`src/skvt_pkg.sv`:
```
// Shared types and constants of the sorted key/value table.
// Used by skvt_cell and sorted_key_value_table; depends on nothing.
`default_nettype none

package skvt_pkg;

    localparam int CAPACITY_DEF = 64;
    localparam int KEY_W        = 32;

    typedef enum logic [1:0] {
        OP_FIND   = 2'd0,
        OP_LOWER  = 2'd1,
        OP_INSERT = 2'd2,
        OP_ERASE  = 2'd3
    } t_op;

    typedef enum logic [1:0] {
        ST_OK      = 2'd0,
        ST_ABSENT  = 2'd1,
        ST_PRESENT = 2'd2,
        ST_FULL    = 2'd3
    } t_status;

    // Broadcast control from the sequencer to every cell.
    typedef struct packed {
        logic             cmp;
        logic [KEY_W-1:0] cmp_key;
        logic             ins;
        logic             del;
        logic [KEY_W-1:0] new_key;
        logic [KEY_W-1:0] new_value;
    } t_cell_ctl;

endpackage

`default_nettype wire

```
`src/skvt_cell.sv`:
```
// One slot of the table: a key/value pair, its valid bit and its compare flags.
// Depends on skvt_pkg.
`default_nettype none

module skvt_cell (
    input  wire logic                     i_clk,
    input  wire logic                     i_rst_n,
    input  wire skvt_pkg::t_cell_ctl      i_ctl,
    input  wire logic                     i_prev_less,
    input  wire logic                     i_prev_valid,
    input  wire logic [skvt_pkg::KEY_W-1:0] i_prev_key,
    input  wire logic [skvt_pkg::KEY_W-1:0] i_prev_value,
    input  wire logic                     i_next_valid,
    input  wire logic [skvt_pkg::KEY_W-1:0] i_next_key,
    input  wire logic [skvt_pkg::KEY_W-1:0] i_next_value,
    output logic                          o_less,
    output logic                          o_eq,
    output logic                          o_mark,
    output logic                          o_valid,
    output logic [skvt_pkg::KEY_W-1:0]    o_key,
    output logic [skvt_pkg::KEY_W-1:0]    o_value
);
    import skvt_pkg::*;

    logic             r_valid;
    logic             r_less;
    logic             r_eq;
    logic [KEY_W-1:0] r_key;
    logic [KEY_W-1:0] r_value;

    always_ff @(posedge i_clk) begin
        if (!i_rst_n) begin
            r_valid <= 1'b0;
            r_less  <= 1'b0;
            r_eq    <= 1'b0;
        end else begin
            if (i_ctl.cmp) begin
                r_less <= r_valid && ($signed(r_key) < $signed(i_ctl.cmp_key));
                r_eq   <= r_valid && (r_key == i_ctl.cmp_key);
            end
            // Cells below the insertion point keep their contents.
            if (i_ctl.ins && !r_less) begin
                r_valid <= i_prev_valid;
            end else if (i_ctl.del && !r_less) begin
                r_valid <= i_next_valid;
            end
        end
    end

    always_ff @(posedge i_clk) begin
        if (i_ctl.ins && !r_less) begin
            r_key   <= i_prev_less ? i_ctl.new_key   : i_prev_key;
            r_value <= i_prev_less ? i_ctl.new_value : i_prev_value;
        end else if (i_ctl.del && !r_less) begin
            r_key   <= i_next_key;
            r_value <= i_next_value;
        end
    end

    // The first cell that is empty or whose key is not less than the search key.
    assign o_mark  = i_prev_less && !r_less;
    assign o_less  = r_less;
    assign o_eq    = r_eq;
    assign o_valid = r_valid;
    assign o_key   = r_key;
    assign o_value = r_value;

endmodule

`default_nettype wire

```
`config.mk`:
```
export PLATFORM = sky130hd
export DESIGN_NAME = skvt_cell
export DESIGN_NICKNAME = d
export VERILOG_FILES = /design/src/skvt_pkg.sv /design/src/skvt_cell.sv
export SDC_FILE = /design/constraint.sdc
export NUM_CORES = 1
export LEC_CHECK = 0
export BUFFER_PORTS_ARGS = -buffer_cell sky130_fd_sc_hd__buf_2
export CAP_MARGIN = 5
export CORE_ASPECT_RATIO = 0.5
export CORE_MARGIN = 4
export CORE_UTILIZATION = 45
export DETAILED_ROUTE_END_ITERATION = 12
export PLACE_DENSITY = 0.91
export SKIP_LAST_GASP = 1
export SYNTH_ARGS = -nofsm -noshare
export SYNTH_HDL_FRONTEND = slang
export SYNTH_SLANG_ARGS = --single-unit
```
`constraint.sdc`:
```
create_clock -name i_clk -period 9.4 [get_ports i_clk]
set_clock_uncertainty 0.15 [all_clocks]
set_input_delay 0.94 -clock i_clk [delete_from_list [all_inputs] [get_ports i_clk]]
set_output_delay 0.94 -clock i_clk [all_outputs]
set_load 0.1 [all_outputs]
```
# Yosys cells after proc, flatten, opt, wreduce, memory -nomap -nowiden
# Cells that the tools add are included.
totals:
  wordCells: 22
  out_inout_bits: 68
  in_bits: 232
  regBits: 67
classes:
  muxes: 8
  eq_ne: 1
  magnitude_cmp: 1
  n_reduce_logical: 7
op_table:
  columns: ["cell", "count"]
  rows:
  - ["$mux 32", 6]
  - ["$eq 32x32->1", 1]
  - ["$lt 32x32->1", 1]
  - ["$logic_and 1x1->1", 5]
  - ["$mux 1", 2]
  - ["$reduce_bool 2->1", 1]
  - ["$logic_not 1->1", 1]

# Longest topological paths before layout
# Gate-level depths: netlist (run 1).
depth:
  depth_word: 4
  ltp_mapped: 8

# Worst setup path before layout (run 1)
# No wires, ideal clock.
synth_path:
  path_kind: "input to register"
  start: "in i_ctl[65] (netlist bit)"
  end: "reg r_key[0], in the netlist o_key[0] (enable)"
  path_stages: 2
  n_path_buf: 0
  required_ps: 8759
  arrival_time_ps: 3738
  setup_slack_ps: 5021
  setup_ps: 491
  path_cell_list: "nor2_1 > nor2_1"
synth_via:
  elab_chain_cells: 2
synth_rtl:
  columns: ["element", "line", "text"]
  rows:
  - ["from (decl)", "skvt_cell.sv:8", "input wire skvt_pkg::t_cell_ctl i_ctl,"]
  - ["$logic_and 1x1->1", "skvt_cell.sv:51", "if (i_ctl.ins && !r_less) begin"]
  - ["$reduce_bool 2->1 (no line)", null, null]
  - ["to (signal assigned)", "skvt_cell.sv:52", "r_key <= i_prev_less ? i_ctl.new_key : i_prev_key;"]
  - ["to (signal assigned)", "skvt_cell.sv:55", "r_key <= i_next_key;"]
  - ["to (decl)", "skvt_cell.sv:28", "logic [KEY_W-1:0] r_key;"]
# Every way passes these cells.
# A chain may end at the register's enable or synchronous reset.

# Final worst setup path (run 1)
layout_path:
  start: "in i_prev_less"
  end: "out o_mark"
layout_via:
  elab_chain_cells: 1
layout_rtl:
  columns: ["element", "line", "text"]
  rows:
  - ["from (decl)", "skvt_cell.sv:9", "input wire logic i_prev_less,"]
  - ["$logic_and 1x1->1", "skvt_cell.sv:61", "assign o_mark = i_prev_less && !r_less;"]
  - ["to (decl)", "skvt_cell.sv:18", "output logic o_mark,"]
# Every way passes these cells.

==> results.sh, run 1 <==
export IMPL_num_nets_final=965
export IMPL_synth_top_cell_by_area="edfxtp_1"
export IMPL_r2r_slack_ns=7.03
export IMPL_worstReg2RegStart="o_key[5]"
export IMPL_dp_slack_ns=5.91
export IMPL_fmax_ghz=0.286
export IMPL_status="finished, final reports clean"
export IMPL_dr_pass1_iters=4
export IMPL_yosysMostFrequentCell="nand2_1"
export IMPL_slowest_stage="buf_4"
export IMPL_crit_path_max_fanout=65
export IMPL_period_minus_slack_ns=3.50
export IMPL_finalMaxSlewViolations=0
export IMPL_totalWireLength_um=13600
export IMPL_max_slew_margin_pct=17.6
export IMPL_antenna_found_initial=0
export IMPL_seq_area_um2=1980
export IMPL_rows=24
export IMPL_setup_viol=0
export IMPL_area_delta_synth_final_pct=44.4
export IMPL_synthArstFlopShare_pct=0
export IMPL_ys_warn_count=0
export IMPL_yosys_top_cells_area="edfxtp_1 46%, mux2i_1 16%, ha_1 9.6%, o21ai_1 7.9%, nand2_1 6.8%"
export IMPL_hold_violations=0
export IMPL_cts_tree="done"
export IMPL_setup_tns_final_ns=0
export IMPL_via_per_inst=4.93
export IMPL_hp_class="reg2reg"
export IMPL_cts_hold_fix_buffers=0
export IMPL_path_class="in2out"
export IMPL_r2r_end="o_less"
export IMPL_grt_overflow=0
export IMPL_cts_setup_buffers=0
export IMPL_cap_violations=0
export IMPL_required_ns=8.31
export IMPL_cts_sink_count=67
export IMPL_drt_iter0_drc=170
export IMPL_p_per_area_nw_per_um2=196
export IMPL_dieWidth_um=144
export IMPL_fillCellCount=718
export IMPL_drive_gt1_share_pct=44.9
export IMPL_synthTopCellsByCount="75 x nand2_1, 66 x o21ai_1, 65 x mux2i_1"
export IMPL_clk_insertion_delay_late_ns=0.32
export IMPL_io_pins=300
export IMPL_worstPathArrival_ns=2.41
export IMPL_dp_cells=807
export IMPL_synth_seq_cells=67
export IMPL_clkTransAtPathRegs_ns=0.05
export IMPL_netlist_area_um2=4160
export IMPL_start_util_pct=47.0
export IMPL_synth_edf_count=64
export IMPL_wire_per_inst_um=16.5
export IMPL_leakage_nw=3.18
export IMPL_critPathLaunch="i_prev_less"
export IMPL_rsz0062_at_grt="false"
export IMPL_endpoint_kind="output pin"
export IMPL_drcViolationCount=0
export IMPL_slowest_delay_ns=0.81
export IMPL_ys_flop_type="edfxtp_1"
export IMPL_syn_inst=411
export IMPL_gp_congestion=0.929
export IMPL_grt_pass1_wl_um=20800
export IMPL_synth_net_count=675
export IMPL_vdd_drop_max_v=0.000116
export IMPL_fin_util_pct=67.9
export IMPL_coreArea_um2=8860
export IMPL_first_global_vias=4183
export IMPL_grt_use_total_pct=24.1
export IMPL_report_power_total_mw=1.18
export IMPL_multi_input_area_um2=1990
export IMPL_cts_root_buf="clkbuf_16"
export IMPL_vias=4055
export IMPL_final_area_um2=6010
export IMPL_fp_dieH_um=76.0
export IMPL_reg2reg_depth=7
export IMPL_detail_route_antenna_nets=0
export IMPL_timing_final_crit_share_pct=37.2
export IMPL_yosysUniqueCellTypes=31
export IMPL_holdWs_ns=0.327
export IMPL_grt_max_degree=130
export IMPL_tightestPinTransition_ns=1.24
export IMPL_cts_htree_levels=3
export IMPL_syn_avg_cell_area_um2=10.1
export IMPL_synth_seq_area_share_pct=47.6
export IMPL_cts_made_buffers=9
export IMPL_synth_top_area_share_pct=46.2
export IMPL_crit_end="o_mark"
export IMPL_fin_cells=823
export IMPL_dpl_instance_area_um2=5750
export IMPL_post_cts_resized=0
export IMPL_setup_slack_ns=5.90
export IMPL_antennaDiodeCount=0
export IMPL_cts_max_path_buffers=2
export IMPL_critical_path_cell_chain="buf_4, nor2b_1, buf_2"
export IMPL_hpwl_um=11200
export IMPL_cp_start_kind="primary input"
export IMPL_io_buffers=299
export IMPL_dieArea_um2=10900
==> sequential cells by signal (all words and copies together), names as in the netlist <==
signal and count:
o_eq 1, o_key 32, o_less 1, o_valid 1, o_value 32
==> worst max-delay path, delay by kind of cell <==
kind | cells | cell delay, ns
and+or+nand+nor | 1 | 0.21
buffers and inverters | 2 | 1.24
==> area by class of cell <==
type / count / share of cell area [%]
clock buffers: 13 / 4.16
clock inverters: 3 / 0.250
inverters: 32 / 2.00
multi-input cells: 291 / 33.1
flip-flops and latches: 67 / 33.0
well taps: 117 / 2.43
repair buffers: 300 / 25.1
==> cell families after synthesis <==
| kind of cell | Yosys count | share of synthesized area (%) |
|---|---|---|
| simple gates | 103 | 10.4 |
| compound gates | 91 | 11.9 |
| flops | 67 | 47.6 |
| mux | 65 | 15.6 |
| buf+inv | 53 | 4.90 |
| fa+ha+maj | 32 | 9.62 |
==> cells in the final DEF (no fill, tap or decap), types with 2 or more instances in the layout <==
cell type,n
buf_2,298
nand2_1,75
o21ai_1,66
mux2i_1,65
edfxtp_1,64
inv_1,32
ha_1,32
a21oi_1,13
clkbuf_16,9
nor2_1,7
nand4_1,7
nand3_1,5
clkbuf_1,3
clkinv_2,3
dfxtp_1,3
nor2b_1,2
nor4_1,2
buf_4,2
==> worst min-delay path by stage <==
stage / from / to / slack, ns / cells past startpoint
floorplan: o_eq / o_eq / 0.76 / 2
global placement: o_eq / o_eq / 0.30 / 2
detailed placement: o_eq / o_eq / 0.31 / 2
CTS: o_eq / o_eq / 0.32 / 2
global route: o_eq / o_eq / 0.35 / 2
finish: o_eq / o_eq / 0.33 / 2
==> report_power, final <==
group          total, mW  internal (mW)  switching (mW)
Clock              0.299          0.184           0.114
Sequential         0.393          0.376          0.0167
Combinational      0.485          0.107           0.378
==> routing by layer <==
layer | vias to the layer above | global-route usage, % | wire, µm
met3 | 23 | 5.58 | 671
met4 | 0 | 6.58 | 270
met2 | 130 | 42.2 | 7100
li1 | 2058 | - | -
met5 | - | 0 | 0
met1 | 1844 | 29.7 | 5560
Power figures use the tool's default switching activity.
==> inputs of run 2 (changes only) <==
- CORE_UTILIZATION: 45 -> 42
- PLACE_DENSITY: 0.91 -> 0.86
- clock period: 9.4 -> 3.3 ns (I/O delays scaled with it)
==> run 2 against run 1 <==
  * Combinational power grew to 2.9 times the previous value
  * Sequential share of layout area fell by 0.85 points
  * Routed wire length is 1.9% higher
  * Flip-flop and latch count is the same
  * Critical endpoint is now o_less
  * Largest power group unchanged
  * Highest routed layer unchanged
==> results.sh, run 2 (same netlist as run 1, synthesis figures left out) <==
export IMPL_status="finished, final reports clean"
export IMPL_grt_use_total_pct=22.7
export IMPL_wire_per_inst_um=16.4
export IMPL_leakage_nw=3.24
export IMPL_vias=4186
export IMPL_path_class="reg2reg"
export IMPL_clk_insertion_delay_late_ns=0.32
export IMPL_max_slew_margin_pct=50.2
export IMPL_detail_route_antenna_nets=0
export IMPL_final_common_cell="buf_2"
export IMPL_dieArea_um2=11700
export IMPL_hpwl_um=11600
export IMPL_worstPathArrival_ns=2.45
export IMPL_dp_slack_ns=0.905
export IMPL_critical_path_cell_chain="ha_1, a21oi_1, o21ai_0, a221o_1, o31a_1, or4b_1, nand2_1"
export IMPL_start_util_pct=43.6
export IMPL_cts_htree_levels=3
export IMPL_antenna_found_initial=0
export IMPL_grt_max_degree=75
export IMPL_tightestPinTransition_ns=0.745
export IMPL_slowest_stage="or4b_1"
export IMPL_grt_pass1_wl_um=20600
export IMPL_vdd_drop_max_v=0.000274
export IMPL_crit_family="compound AO/OA/AOI/OAI gates"
export IMPL_io_buffers=299
export IMPL_setup_slack_ns=0.973
export IMPL_cts_tree="done"
export IMPL_dr_pass1_iters=7
export IMPL_hold_violations=0
export IMPL_grt_overflow=0
export IMPL_drive_gt1_share_pct=45.6
export IMPL_fmax_ghz=0.430
export IMPL_fin_util_pct=64.7
export IMPL_fp_dieH_um=78.4
export IMPL_top_layer="met4"
export IMPL_clkTransAtPathRegs_ns=0.06
export IMPL_io_pins=300
export IMPL_dieWidth_um=149
export IMPL_required_ns=3.42
export IMPL_antennaDiodeCount=0
export IMPL_post_cts_resized=0
export IMPL_dr_wl_met3_um=846
export IMPL_finalMaxSlewViolations=0
export IMPL_area_delta_synth_final_pct=48.2
export IMPL_final_cell_mix="298 x buf_2, 75 x nand2_1, 66 x o21ai_1"
export IMPL_rsz0062_at_grt="false"
export IMPL_num_nets_final=968
export IMPL_totalWireLength_um=13900
export IMPL_path_buf_inv=0
export IMPL_rows=25
export IMPL_wl_met1_um=5440
export IMPL_route_met2_wl_um=7300
export IMPL_coreArea_um2=9540
export IMPL_cp_start_kind="flip-flop"
export IMPL_cts_hold_fix_buffers=0
export IMPL_setup_tns_final_ns=0
export IMPL_cts_setup_buffers=0
export IMPL_hp_class="in2reg"
export IMPL_slowest_delay_ns=0.49
export IMPL_setup_viol=0
export IMPL_p_per_area_nw_per_um2=586
export IMPL_timing_final_crit_share_pct=70.5
export IMPL_cap_violations=0
export IMPL_cts_root_buf="clkbuf_16"
export IMPL_gp_congestion=0.928
export IMPL_fillCellCount=794
export IMPL_period_minus_slack_ns=2.33
export IMPL_first_global_vias=4120
export IMPL_cts_made_buffers=9
export IMPL_drcViolationCount=0
export IMPL_cts_sink_count=67
export IMPL_drt_iter0_drc=180
export IMPL_endpoint_kind="flip-flop"
export IMPL_crit_path_max_fanout=2
export IMPL_cts_max_path_buffers=2
export IMPL_via_per_inst=4.96
## run 2: cell types whose count changed in the layout (fill, tap and decap cells not counted)
cell and delta:
buf_12 +3, bufinv_16 +3, clkbuf_1 -3, clkbuf_8 -1
clkinv_2 -1, clkinv_4 +1, clkinvlp_4 +1
## run 2: power by group
| group | switching (mW) | total (mW) | internal, mW |
|---|---|---|---|
| sequential | 0.0467 | 1.12 | 1.07 |
| clock | 0.362 | 1.10 | 0.736 |
| combinational | 1.09 | 1.40 | 0.313 |
| total | 1.50 | 3.61 | 2.12 |
## run 2: layer usage
metal,vias to the layer above,track usage (%)
li1,2067,-
met1,1940,26.6
met2,154,41.0
met3,25,6.34
met4,0,6.48
met5,-,0
## run 2: through the flow
stage               power (mW)  hold slack [ns]  area, µm²  instances
floorplan                 2.19            0.313       4170        411
global route              3.76            0.114       6170        844
global placement          2.50            0.302       5830        828
CTS                       3.64            0.114       6170        844
finish                    3.61            0.124       6170        844
detailed placement        2.53            0.309       5830        828
## run 2: final cells by class
class / instances / area (µm²) / area share, %
Clock buffer: 9 / 225 / 3.65
Clock inverter: 7 / 116 / 1.89
Inverter: 32 / 120 / 1.95
Multi-Input combinational cell: 291 / 1990 / 32.3
Sequential cell: 67 / 1980 / 32.1
Tap cell: 135 / 169 / 2.74
Timing Repair Buffer: 303 / 1570 / 25.4
## run 2: path summary, 6_finish.rpt
path,end,slack (ns),depth (start not counted),start
worst min-delay path,o_valid,0.12,2,i_rst_n
worst min register to register,o_eq,0.32,2,o_eq
worst max-delay path,o_less,0.97,7,o_key[5]
worst max register to register,o_less,0.97,7,o_key[5]
==> inputs of run 3 (changes only) <==
- clock period: 3.3 -> 2.2 ns (I/O delays scaled with it)
==> run 3 against run 2 <==
  * Cell area increased by 0.93%
  * Highest routed layer unchanged
  * First-iteration DRC count shrank 16%
  * Largest power group unchanged
  * Critical path type unchanged
  * Non-clock buffer count is 8 higher
  * Die area stayed put
  * Sequential power increased by 50%
  * Cell count rose by 0.95%
  * Count of clock-buffer cells in the layout is 1 higher
  * Flip-flop and latch count unchanged
  * Worst hold slack got worse by 0.092 ns
  * Largest cell class unchanged
  * Global-route usage shrank 0.75 points
  * The run now ends with negative setup slack left
  * Routed wire length fell by 2.2%
==> results.sh, run 3 (same netlist as run 1, synthesis figures left out) <==
export IMPL_start_util_pct=43.6
export IMPL_grt_overflow=0
export IMPL_fillCellCount=810
export IMPL_dpl_instance_area_um2=5900
export IMPL_coreArea_um2=9540
export IMPL_final_cell_mix="298 x buf_2, 75 x nand2_1, 67 x o21ai_1"
export IMPL_timing_final_crit_share_pct=101
export IMPL_drt_iter0_drc=152
export IMPL_antenna_found_initial=0
export IMPL_grt_use_total_pct=21.9
export IMPL_violations="negative setup slack"
export IMPL_via_per_inst=4.86
export IMPL_max_slew_margin_pct=64.6
export IMPL_setup_slack_ns=-0.0143
export IMPL_wire_per_inst_um=15.9
export IMPL_cp_start_kind="flip-flop"
export IMPL_drive_gt1_share_pct=47.0
export IMPL_vdd_drop_max_v=0.000487
export IMPL_cts_sink_count=67
export IMPL_vias=4137
export IMPL_tightestPinTransition_ns=0.531
export IMPL_worstPathArrival_ns=2.33
export IMPL_area_delta_synth_final_pct=49.6
export IMPL_path_class="reg2reg"
export IMPL_worstReg2RegStart="o_key[14]"
export IMPL_fin_cells=852
export IMPL_required_ns=2.31
export IMPL_final_common_cell="buf_2"
export IMPL_num_nets_final=976
export IMPL_p_per_area_nw_per_um2=814
export IMPL_hold_path_end="o_valid"
export IMPL_detail_route_antenna_nets=0
export IMPL_finalMaxSlewViolations=0
export IMPL_fmax_ghz=0.452
export IMPL_rows=25
export IMPL_r2r_end="o_less"
export IMPL_final_area_um2=6230
export IMPL_dr_pass1_iters=5
export IMPL_dieArea_um2=11700
export IMPL_antennaDiodeCount=0
export IMPL_dieWidth_um=149
export IMPL_setup_viol=1
export IMPL_drcViolationCount=0
export IMPL_leakage_nw=3.23
export IMPL_multi_input_area_um2=2080
export IMPL_hpwl_um=11300
export IMPL_seq_area_um2=1980
export IMPL_cts_root_buf="clkbuf_16"
export IMPL_grt_max_degree=52
export IMPL_dp_cells=835
export IMPL_gp_congestion=0.966
export IMPL_cap_violations=0
export IMPL_cts_tree="done"
export IMPL_clk_insertion_delay_late_ns=0.32
export IMPL_cts_max_path_buffers=2
export IMPL_r2r_slack_ns=-0.01
export IMPL_worstHoldPathCells=2
export IMPL_totalWireLength_um=13600
export IMPL_io_buffers=299
export IMPL_period_minus_slack_ns=2.21
export IMPL_reg2reg_depth=7
export IMPL_hold_violations=0
export IMPL_endpoint_kind="flip-flop"
export IMPL_hp_class="in2reg"
export IMPL_hp_start="i_rst_n"
export IMPL_io_pins=300
export IMPL_clkTransAtPathRegs_ns=0.06
export IMPL_grt_pass1_wl_um=20100
export IMPL_cts_htree_levels=3
export IMPL_cts_made_buffers=9
export IMPL_status="complete, but fails checks"
export IMPL_first_global_vias=4142
export IMPL_crit_path_max_fanout=3
export IMPL_rsz0062_at_grt="true"
export IMPL_fp_dieH_um=78.4
-- run 3: cell types whose count changed in the layout (fill, tap and decap cells not counted), sizes merged --
cell,previous run,this run
bufinv,3,0
clkinv,3,4
clkbuf,9,10
buf,303,311
clkinvlp,1,2
-- run 3: cell type report --
cell class                 instances  area share, %
timing repair buffer             311           25.9
multi-input combinational        291           33.4
clock buffer                      10           3.68
tap                              135           2.71
sequential                        67           31.8
inverter                          32           1.93
clock inverter                     6          0.522
-- run 3: worst max path at each step --
stage	startpoint	end	cells past startpoint	slack, ns
3_3_place_gp	o_key[15]	o_less	7	-0.02
2_1_floorplan	o_key[15]	o_less	7	-0.57
5_1_grt	o_key[14]	o_less	7	-0.08
3_5_place_dp	o_key[7]	o_less	7	-0.08
6_report	o_key[14]	o_less	7	-0.01
4_1_cts	o_key[14]	o_less	7	-0.05
-- run 3: critical path, stage by stage, from the launching register on --
cell	delay [ns]
edfxtp_1	0.43
ha_4	0.25
a21oi_2	0.11
nand2_1	0.07
a221o_1	0.35
o31a_1	0.24
or4b_1	0.49
nand2_1	0.07
-- run 3: repair_timing --
| action | 4_1_cts | 5_1_grt |
|---|---|---|
| gates cloned | 0 | 0 |
| buffers inserted | 1 | 0 |
| gates resized for setup | 4 | 2 |
| endpoints found under the setup margin | 1 | 1 |
| pin swaps | 10 | 3 |
| hold buffers | 0 | 0 |
-- run 3: routing by layer --
metal / share of wire, % / track usage [%]
met1: 38 / 26.0
met3: 5.9 / 5.02
met2: 53 / 39.8
met4: 2.4 / 6.94
met5: 0 / 0
-- run 3: metrics by stage --
stage / setup WS (ns) / TNS [ns] / power (mW) / hold slack [ns] / util, %
after global placement: -0.0220 / -0.0220 / 3.77 / 0.323 / 61.9
after detailed placement: -0.0833 / -0.0833 / 3.82 / 0.336 / 61.9
final: -0.0143 / -0.0143 / 5.07 / 0.0317 / 65.3
after floorplan: -0.571 / -27.70 / 3.30 / 0.203 / -
after CTS: -0.0471 / -0.0471 / 5.11 / 0.0163 / 65.0
after global routing: -0.0778 / -0.0778 / 5.29 / 0.0215 / 65.3
-- run 3: power by group --
group	leakage, nW	switching (mW)	internal, mW
Clock	0.123	0.505	0.750
Combinational	2.43	1.64	0.498
Sequential	0.685	0.0698	1.61
